<file path="config.mk">
export PLATFORM = sky130hd
export DESIGN_NAME = matrix_frame_statistics
export DESIGN_NICKNAME = d
export VERILOG_FILES = /design/src/rtl/mfs_pkg.sv /design/src/rtl/mfs_datapath.sv /design/src/rtl/mfs_controller.sv /design/src/rtl/matrix_frame_statistics.sv
export VERILOG_INCLUDE_DIRS = /design/src /design/src/rtl
export SDC_FILE = /design/constraint.sdc
export NUM_CORES = 1
export LEC_CHECK = 0
export BUFFER_PORTS_ARGS = -buffer_cell sky130_fd_sc_hd__buf_2
export CAP_MARGIN = 5
export CELL_PAD_IN_SITES_DETAIL_PLACEMENT = 1
export CELL_PAD_IN_SITES_GLOBAL_PLACEMENT = 2
export CORE_MARGIN = 1
export CORE_UTILIZATION = 38
export DETAILED_ROUTE_END_ITERATION = 10
export PLACE_DENSITY = 0.81
export SLEW_MARGIN = 20
export SYNTH_ARGS = -nofsm -noshare
export SYNTH_HDL_FRONTEND = slang
export SYNTH_SLANG_ARGS = --single-unit
</file>
<file path="constraint.sdc">
create_clock -name clk -period 5.55 [get_ports clk]
set_clock_uncertainty 0.1 [all_clocks]
set_input_delay 1.11 -clock clk [delete_from_list [all_inputs] [get_ports clk]]
set_output_delay 1.11 -clock clk [all_outputs]
set_load 0.01 [all_outputs]
</file>
<file path="src/rtl/assert_macros.svh">
`ifndef ASSERT_MACROS_SVH
`define ASSERT_MACROS_SVH

// same-cycle implication, sampled on clk, off during reset
`define AST_SAME(label, ante, cons, msg) \
	label: assert property (@(posedge clk) disable iff (!arst_n) (ante) |-> (cons)) \
		else $error(msg);

// next-cycle implication, sampled on clk, off during reset
`define AST_NEXT(label, ante, cons, msg) \
	label: assert property (@(posedge clk) disable iff (!arst_n) (ante) |=> (cons)) \
		else $error(msg);

`endif

</file>
<file path="src/rtl/mfs_pkg.sv">
package mfs_pkg;

	localparam int SAMPLE_W   = 16;
	localparam int POS_W      = 6;
	localparam int TOTAL_W    = 28;
	localparam int MEAN_W     = 16;
	localparam int CFG_DATA_W = 7;
	localparam int CFG_IDX_W  = 1;

	localparam logic [CFG_IDX_W-1:0] REG_ROW_COUNT    = 1'b0;
	localparam logic [CFG_IDX_W-1:0] REG_COLUMN_COUNT = 1'b1;

	localparam logic [CFG_DATA_W-1:0] COUNT_RESET = 7'd64;

	typedef enum logic [1:0] {
		S_IDLE,
		S_DIV,
		S_DONE
	} ctl_state_t;

	typedef struct packed {
		logic acc;
		logic div_start;
		logic div_step;
		logic res_load;
	} mfs_cmd_t;

	typedef struct packed {
		logic frame_last;
		logic div_last;
	} mfs_sts_t;

endpackage

</file>
<file path="src/rtl/mfs_datapath.sv">
module mfs_datapath
	import mfs_pkg::*;
#(
	parameter int MAX_ROWS    = 64,
	parameter int MAX_COLUMNS = 64
) (
	input  logic                       clk,
	input  logic                       arst_n,
	input  mfs_cmd_t                   cmd,
	output mfs_sts_t                   sts,
	input  logic signed [SAMPLE_W-1:0] sample,
	input  logic                       write_enable,
	input  logic [CFG_IDX_W-1:0]       reg_index,
	input  logic [CFG_DATA_W-1:0]      write_data,
	output logic signed [SAMPLE_W-1:0] min_value,
	output logic [POS_W-1:0]           min_row,
	output logic [POS_W-1:0]           min_col,
	output logic signed [SAMPLE_W-1:0] max_value,
	output logic [POS_W-1:0]           max_row,
	output logic [POS_W-1:0]           max_col,
	output logic signed [TOTAL_W-1:0]  total,
	output logic signed [MEAN_W-1:0]   mean
);

	localparam int RB   = (MAX_ROWS > 1) ? $clog2(MAX_ROWS) : 1;
	localparam int CB   = (MAX_COLUMNS > 1) ? $clog2(MAX_COLUMNS) : 1;
	localparam int RCW  = $clog2(MAX_ROWS + 1);
	localparam int CCW  = $clog2(MAX_COLUMNS + 1);
	localparam int DVW  = RCW + CCW;
	localparam int SUM_W = (SAMPLE_W + RB + CB > TOTAL_W) ? SAMPLE_W + RB + CB : TOTAL_W;
	localparam int CNTW = $clog2(SUM_W);

	logic [CFG_DATA_W-1:0] row_count_q, column_count_q;
	logic [RCW-1:0]        rows_eff;
	logic [CCW-1:0]        cols_eff;

	logic [RB-1:0]              row_idx_q;
	logic [CB-1:0]              col_idx_q;
	logic signed [SUM_W-1:0]    sum_q, sum_nxt;
	logic signed [SAMPLE_W-1:0] min_q, max_q, min_nxt, max_nxt;
	logic [RB-1:0]              min_r_q, max_r_q, min_r_nxt, max_r_nxt;
	logic [CB-1:0]              min_c_q, max_c_q, min_c_nxt, max_c_nxt;
	logic                       first_elem, row_last, col_last;

	// frame snapshot held while the division runs
	logic signed [SAMPLE_W-1:0] snap_min_q, snap_max_q;
	logic [POS_W-1:0]           snap_min_r_q, snap_min_c_q, snap_max_r_q, snap_max_c_q;
	logic signed [TOTAL_W-1:0]  snap_sum_q;

	logic [DVW-1:0]   div_q;
	logic [DVW-1:0]   rem_q;
	logic [SUM_W-1:0] quo_q;
	logic             neg_q;
	logic [CNTW-1:0]  cnt_q;
	logic [DVW:0]     rem_shift;
	logic [SUM_W-1:0] sum_mag;
	logic [SUM_W-1:0] quo_signed;

	always_comb begin
		if (row_count_q == '0) begin
			rows_eff = RCW'(1);
		end else if (32'(row_count_q) > MAX_ROWS) begin
			rows_eff = RCW'(MAX_ROWS);
		end else begin
			rows_eff = RCW'(row_count_q);
		end
		if (column_count_q == '0) begin
			cols_eff = CCW'(1);
		end else if (32'(column_count_q) > MAX_COLUMNS) begin
			cols_eff = CCW'(MAX_COLUMNS);
		end else begin
			cols_eff = CCW'(column_count_q);
		end
	end

	assign row_last   = (row_idx_q == RB'(rows_eff - RCW'(1)));
	assign col_last   = (col_idx_q == CB'(cols_eff - CCW'(1)));
	assign first_elem = (row_idx_q == '0) && (col_idx_q == '0);

	assign sts.frame_last = row_last && col_last;
	assign sts.div_last   = (cnt_q == CNTW'(SUM_W - 1));

	// first element of a frame seeds sum and both extremes; strict compares keep earliest
	always_comb begin
		sum_nxt   = sum_q + SUM_W'(sample);
		min_nxt   = min_q;
		min_r_nxt = min_r_q;
		min_c_nxt = min_c_q;
		max_nxt   = max_q;
		max_r_nxt = max_r_q;
		max_c_nxt = max_c_q;
		if (first_elem) begin
			sum_nxt   = SUM_W'(sample);
			min_nxt   = sample;
			max_nxt   = sample;
			min_r_nxt = '0;
			min_c_nxt = '0;
			max_r_nxt = '0;
			max_c_nxt = '0;
		end else begin
			if (sample < min_q) begin
				min_nxt   = sample;
				min_r_nxt = row_idx_q;
				min_c_nxt = col_idx_q;
			end
			if (sample > max_q) begin
				max_nxt   = sample;
				max_r_nxt = row_idx_q;
				max_c_nxt = col_idx_q;
			end
		end
	end

	always_ff @(posedge clk or negedge arst_n) begin
		if (!arst_n) begin
			row_count_q    <= COUNT_RESET;
			column_count_q <= COUNT_RESET;
			row_idx_q      <= '0;
			col_idx_q      <= '0;
			sum_q          <= '0;
		end else if (write_enable) begin
			unique case (reg_index)
				REG_ROW_COUNT: begin
					row_count_q <= write_data;
				end
				REG_COLUMN_COUNT: begin
					column_count_q <= write_data;
				end
				default: begin
				end
			endcase
			row_idx_q <= '0;
			col_idx_q <= '0;
			sum_q     <= '0;
		end else if (cmd.acc) begin
			sum_q <= sum_nxt;
			if (col_last) begin
				col_idx_q <= '0;
				row_idx_q <= row_last ? '0 : row_idx_q + RB'(1);
			end else begin
				col_idx_q <= col_idx_q + CB'(1);
			end
		end
	end

	always_ff @(posedge clk) begin
		if (cmd.acc) begin
			min_q   <= min_nxt;
			max_q   <= max_nxt;
			min_r_q <= min_r_nxt;
			min_c_q <= min_c_nxt;
			max_r_q <= max_r_nxt;
			max_c_q <= max_c_nxt;
		end
	end

	assign sum_mag = sum_nxt[SUM_W-1] ? SUM_W'(-sum_nxt) : SUM_W'(sum_nxt);

	always_ff @(posedge clk) begin
		if (cmd.div_start) begin
			snap_min_q   <= min_nxt;
			snap_max_q   <= max_nxt;
			snap_min_r_q <= POS_W'(min_r_nxt);
			snap_min_c_q <= POS_W'(min_c_nxt);
			snap_max_r_q <= POS_W'(max_r_nxt);
			snap_max_c_q <= POS_W'(max_c_nxt);
			snap_sum_q   <= sum_nxt[TOTAL_W-1:0];
		end
	end

	// restoring divider on the magnitude, one quotient bit per cycle
	assign rem_shift = {rem_q, quo_q[SUM_W-1]};

	always_ff @(posedge clk) begin
		if (cmd.div_start) begin
			div_q <= DVW'(rows_eff) * DVW'(cols_eff);
			rem_q <= '0;
			quo_q <= sum_mag;
			neg_q <= sum_nxt[SUM_W-1];
			cnt_q <= '0;
		end else if (cmd.div_step) begin
			cnt_q <= cnt_q + CNTW'(1);
			if (rem_shift >= {1'b0, div_q}) begin
				rem_q <= DVW'(rem_shift - {1'b0, div_q});
				quo_q <= {quo_q[SUM_W-2:0], 1'b1};
			end else begin
				rem_q <= rem_shift[DVW-1:0];
				quo_q <= {quo_q[SUM_W-2:0], 1'b0};
			end
		end
	end

	assign quo_signed = neg_q ? SUM_W'(-quo_q) : quo_q;

	always_ff @(posedge clk) begin
		if (cmd.res_load) begin
			min_value <= snap_min_q;
			min_row   <= snap_min_r_q;
			min_col   <= snap_min_c_q;
			max_value <= snap_max_q;
			max_row   <= snap_max_r_q;
			max_col   <= snap_max_c_q;
			total     <= snap_sum_q;
			mean      <= quo_signed[MEAN_W-1:0];
		end
	end

endmodule

</file>
<file path="src/rtl/mfs_controller.sv">
`include "assert_macros.svh"

module mfs_controller
	import mfs_pkg::*;
(
	input  logic     clk,
	input  logic     arst_n,
	input  logic     in_valid,
	output logic     in_ready,
	output logic     out_valid,
	input  logic     out_ready,
	input  mfs_sts_t sts,
	output mfs_cmd_t cmd
);

	ctl_state_t state_q, state_nxt;
	logic       out_valid_q;
	logic       accept;

	always_ff @(posedge clk or negedge arst_n) begin
		if (!arst_n) begin
			state_q <= S_IDLE;
		end else begin
			state_q <= state_nxt;
		end
	end

	// the last element of a frame waits until the controller is idle again, the division done and its result loaded
	always_comb begin
		state_nxt     = state_q;
		in_ready      = !(sts.frame_last && (state_q != S_IDLE));
		accept        = in_valid && in_ready;
		cmd.acc       = accept;
		cmd.div_start = 1'b0;
		cmd.div_step  = 1'b0;
		cmd.res_load  = 1'b0;
		unique case (state_q)
			S_IDLE: begin
				if (accept && sts.frame_last) begin
					cmd.div_start = 1'b1;
					state_nxt     = S_DIV;
				end
			end
			S_DIV: begin
				cmd.div_step = 1'b1;
				if (sts.div_last) begin
					state_nxt = S_DONE;
				end
			end
			S_DONE: begin
				if (!out_valid_q || out_ready) begin
					cmd.res_load = 1'b1;
					state_nxt    = S_IDLE;
				end
			end
			default: begin
				state_nxt = S_IDLE;
			end
		endcase
	end

	always_ff @(posedge clk or negedge arst_n) begin
		if (!arst_n) begin
			out_valid_q <= 1'b0;
		end else if (cmd.res_load) begin
			out_valid_q <= 1'b1;
		end else if (out_ready) begin
			out_valid_q <= 1'b0;
		end
	end

	assign out_valid = out_valid_q;

	`AST_SAME(a_start_idle, cmd.div_start, state_q == S_IDLE, "division started while busy")
	`AST_SAME(a_load_free, cmd.res_load, !out_valid_q || out_ready, "result overwritten")
	`AST_SAME(a_stall_cause, !in_ready, sts.frame_last && state_q != S_IDLE, "needless stall")
	`AST_NEXT(a_start_div, cmd.div_start, state_q == S_DIV && out_valid_q == $past(out_valid_q && !out_ready), "divider not running")

endmodule

</file>
<file path="src/rtl/matrix_frame_statistics.sv">
// result: accepting a frame's last element starts the SUM_W-bit division of its sum,
// SUM_W being 28 at the default size (one quotient bit per cycle of the divider);
// the result is loaded into the outputs once the previous result has been taken
// throughput: one element per cycle; a frame's last element stalls while the previous
// frame's division runs or its result awaits loading, so the divider limits short frames
// reset: row and column counts go to 64, position counters to zero, no result valid
module matrix_frame_statistics
	import mfs_pkg::*;
#(
	parameter int MAX_ROWS    = 64,
	parameter int MAX_COLUMNS = 64
) (
	input  logic                       clk,
	input  logic                       arst_n,
	input  logic                       in_valid,
	output logic                       in_ready,
	input  logic signed [SAMPLE_W-1:0] sample,
	output logic                       out_valid,
	input  logic                       out_ready,
	output logic signed [SAMPLE_W-1:0] min_value,
	output logic [POS_W-1:0]           min_row,
	output logic [POS_W-1:0]           min_col,
	output logic signed [SAMPLE_W-1:0] max_value,
	output logic [POS_W-1:0]           max_row,
	output logic [POS_W-1:0]           max_col,
	output logic signed [TOTAL_W-1:0]  total,
	output logic signed [MEAN_W-1:0]   mean,
	input  logic                       write_enable,
	input  logic [CFG_IDX_W-1:0]       reg_index,
	input  logic [CFG_DATA_W-1:0]      write_data
);

	mfs_cmd_t cmd;
	mfs_sts_t sts;

	mfs_controller u_ctl (
		.clk       (clk),
		.arst_n    (arst_n),
		.in_valid  (in_valid),
		.in_ready  (in_ready),
		.out_valid (out_valid),
		.out_ready (out_ready),
		.sts       (sts),
		.cmd       (cmd)
	);

	mfs_datapath #(
		.MAX_ROWS    (MAX_ROWS),
		.MAX_COLUMNS (MAX_COLUMNS)
	) u_dp (
		.clk          (clk),
		.arst_n       (arst_n),
		.cmd          (cmd),
		.sts          (sts),
		.sample       (sample),
		.write_enable (write_enable),
		.reg_index    (reg_index),
		.write_data   (write_data),
		.min_value    (min_value),
		.min_row      (min_row),
		.min_col      (min_col),
		.max_value    (max_value),
		.max_row      (max_row),
		.max_col      (max_col),
		.total        (total),
		.mean         (mean)
	);

endmodule

</file>
==> qor.yml <==
setup_viol: 0
slew_violations: 0
start_util_pct: 38.52
fin_util_pct: 44.65
synth_edf_count: 282
leakage_nw: 9.208
holdWs_ps: 314.3
critical_path_arrival_ps: 5410
grt-ovfl-total: 0
status: "finished, final reports clean"
netSwitchingFraction_pct: 31.70
fin_nets: 1985
dieArea_um2: 51760
dp.final_hpwl_um: 36330
period_share_pct: 93.55
portBuffers: 130
grt_max_degree: 71
die_h_um: 227.5
power_switching_mw: 2.758
ys_async_sr_fraction_pct: 15.92
yosys.area.top_type: "edfxtp_1"
syn_to_final_growth_pct: 15.93
antenna_found_initial: 0
cp_max_fo: 10
worstPathBufferInverterCount: 4
h-tree-depth: 2
cts-buffers-inserted: 42
met2_usage_pct: 34.17
critPathKind: "register to register"
num_io_pins: 131
routed-via-count: 13380
synth_cell_types: 106
path_cells: "inv_1 -> or3_1 -> fa_1 -> fa_1 -> inv_1 -> fa_1 -> inv_1 -> fa_1 -> inv_1 -> ha_1 -> a21oi_1 -> o21bai_1 -> a21oi_1 -> o21ai_0 -> o41ai_2 -> xnor2_1"
cts.sinks: 358
fp.coreArea_um2: 50170
comb_power_share_pct: 28.0
place_inst: 2445
vias_per_cell: 5.313
seq_area_um2: 10280
grt_pass1_vias: 14190
grt-busiest-layer: "met2"
cts_hold_buf: 0
cp.required_ps: 5770
max_stage_delay_ps: 610
cp_top_family: "adder cells"
clk_pin_slew_ps: 60
root_buffer: "clkbuf_16"
rows: 82
drv_cap: 0
drtIter0Drc: 703
clkLatencyLatePin_ps: 580
cts_tree: "built"
cp-end-kind: "register"
place_congestion: 0.8497
period_needed_ps: 5192
grt_usage_pct: 19.95
cellInternalPower_mw: 5.941
p_seq_share_pct: 37.9
postRouteAntennaNets: 0
drc: 0
start_kind: "register"
ir_worst_vdd_uv: 243.0
cts_buffer_depth: 3
netlist_top_cells_area: "edfxtp_1 44%, ha_1 7.3%, dfrtp_1 7.1%"
syn_inst: 1663
routedWlPerCell_um: 19.83
synth_area_per_cell_um2: 11.62
grt_use_met3_pct: 2.401
rsz0062_at_grt: "false"
ys_ff_latch: 358
die_w_um: 227.5
fillers: 5380
grtUsageMet1_pct: 25.43
worst_slew_pin_slew_ps: 1133
syn_area_um2: 19320
powerDensity_nw_per_um2: 388.3
clockPowerShare_pct: 34.1
finalSetupTns_ps: 0
cp_slowest_cell: "dfstp_2"
fmax_mhz: 192.6
dr.pass1.iters: 5
final_cells: 2519
max-slew-margin-rel_pct: 24.48
yosysSeqAreaShare_pct: 53.18
ys_warn_count: 0
route.final.wire_length_um: 49960
synth_nets: 1831
drive_above_1_share_pct: 17.92
timing_hold_violations_final: 0
multi_input_area_um2: 8379
grt_pass1_wl_um: 79720
num_antenna_cells: 0
synth_ff_type: "edfxtp_1"
synth_top_area_share_pct: 43.82
min_path_type: "register to register"
## registers in the layout, indices dropped and copies added, names as in the netlist, 14 cells and up
signal and flops:
u_dp.mean 16, u_dp.max_value 16, u_dp.max_q 16, u_dp.min_q 16
u_dp.min_value 16, u_dp.total 28, u_dp.div_q 14, u_dp.sum_q 28
u_dp.snap_max_q 16, u_dp.rem_q 14, u_dp.snap_min_q 16, u_dp.quo_q 28
u_dp.snap_sum_q 27
## power groups by stage
stage               sequential [mW]  clock [mW]  combinational, mW
floorplan                      3.30           0               1.78
CTS                            3.29        3.04               2.46
global route                   3.32        3.13               2.73
detailed placement             3.35           0               2.43
global placement               3.34           0               2.38
finish                         3.29        2.97               2.44
## cell type report
| class | count | area share [%] |
|---|---|---|
| clock buffers | 45 | 4.742 |
| clock inverters | 29 | 1.865 |
| inverters | 117 | 1.972 |
| multi-input cells | 1127 | 37.40 |
| flip-flops and latches | 358 | 45.88 |
| well taps | 672 | 3.753 |
| repair buffers | 171 | 4.390 |
## metal layers
layer | up-vias | wire [µm]
met2 | 212 | 24580
met5 | - | 0
met4 | 0 | 1871
met3 | 96 | 1446
li1 | 6389 | -
met1 | 6687 | 22060
## cells in the final DEF (no fill, tap or decap), drive strengths merged, types with 8 or more instances in the layout
cell type	synthesis	layout
edfxtp	282	282
buf	21	171
nor2	150	150
inv	116	119
nand2	118	118
ha	113	113
o21ai	103	103
a21oi	64	64
dfrtp	55	55
xnor2	55	55
nand3	49	49
mux2	49	49
clkbuf	40	45
mux2i	39	39
xor2	30	30
a211oi	27	27
fa	26	26
o21a	26	26
nor3	25	25
a21o	21	21
nand4	20	20
o31ai	20	20
dfxtp	19	19
nor2b	17	17
nand2b	17	17
or3	15	15
clkinv	1	13
bufinv	0	9
and3	9	9
and2	9	9
or2	9	9
o211ai	8	8
nor4	8	8
o41ai	8	8
## kinds of logic after synthesis
| logic type | after synthesis | synth area share [%] |
|---|---|---|
| fa+ha+maj | 139 | 10.01 |
| flops | 358 | 53.18 |
| simple gates | 472 | 12.13 |
| compound gates | 343 | 12.24 |
| mux | 88 | 4.895 |
| xor+xnor | 85 | 3.852 |
| buf+inv | 178 | 3.690 |
## path summary, 6_finish.rpt
| check | start | to | slack, ps | cells after the start |
|---|---|---|---|---|
| setup reg to reg | u_dp.column_count_q[6] | u_dp.div_q[13] | 360 | 16 |
| max in group asynchronous | arst_n | u_dp.row_idx_q[1] | 4150 | 2 |
| min in group asynchronous | arst_n | u_dp.sum_q[15] | 600 | 2 |
| setup / recovery | u_dp.column_count_q[6] | u_dp.div_q[13] | 360 | 16 |
| hold / removal | u_dp.snap_max_c_q[4] | u_dp.max_col[4] | 310 | 0 |
| hold reg to reg | u_dp.snap_max_c_q[4] | u_dp.max_col[4] | 310 | 0 |
## Yosys cell counts, types with 6 or more instances
master / count
and2_1: 7
nand2_1: 117
xnor2_1: 55
or3_1: 15
mux2_2: 40
dfxtp_1: 19
ha_1: 113
o21a_1: 25
a21oi_1: 64
nor3_1: 23
inv_1: 115
edfxtp_1: 282
and3_1: 9
dfrtp_1: 55
nand2b_1: 17
nand3_1: 47
a21o_1: 21
fa_1: 26
o31ai_1: 16
o21ai_1: 22
o21ai_0: 80
nand4_1: 20
nor2b_1: 17
a211oi_1: 25
or2_2: 6
a211o_1: 6
nor2_1: 150
clkbuf_1: 40
mux2i_1: 39
nor4_1: 6
buf_2: 15
a31oi_1: 7
mux2_1: 8
o211ai_1: 8
xor2_1: 30
## stage by stage
stage	power [mW]	cell area [µm²]	setup slack (ps)
2_1_floorplan	5.075	19330	363.3
3_3_place_gp	5.711	20900	296.2
3_5_place_dp	5.777	20900	220.0
4_1_cts	8.794	22380	188.0
5_1_grt	9.174	22400	28.13
6_report	8.699	22400	357.9
## what timing repair did
item / 4_1_cts / 5_1_grt
setup endpoints to repair: 0 / 2
resized for setup: 0 / 3
buffers inserted: 0 / 0
No activity file was read; power rests on OpenSTA's default activity.
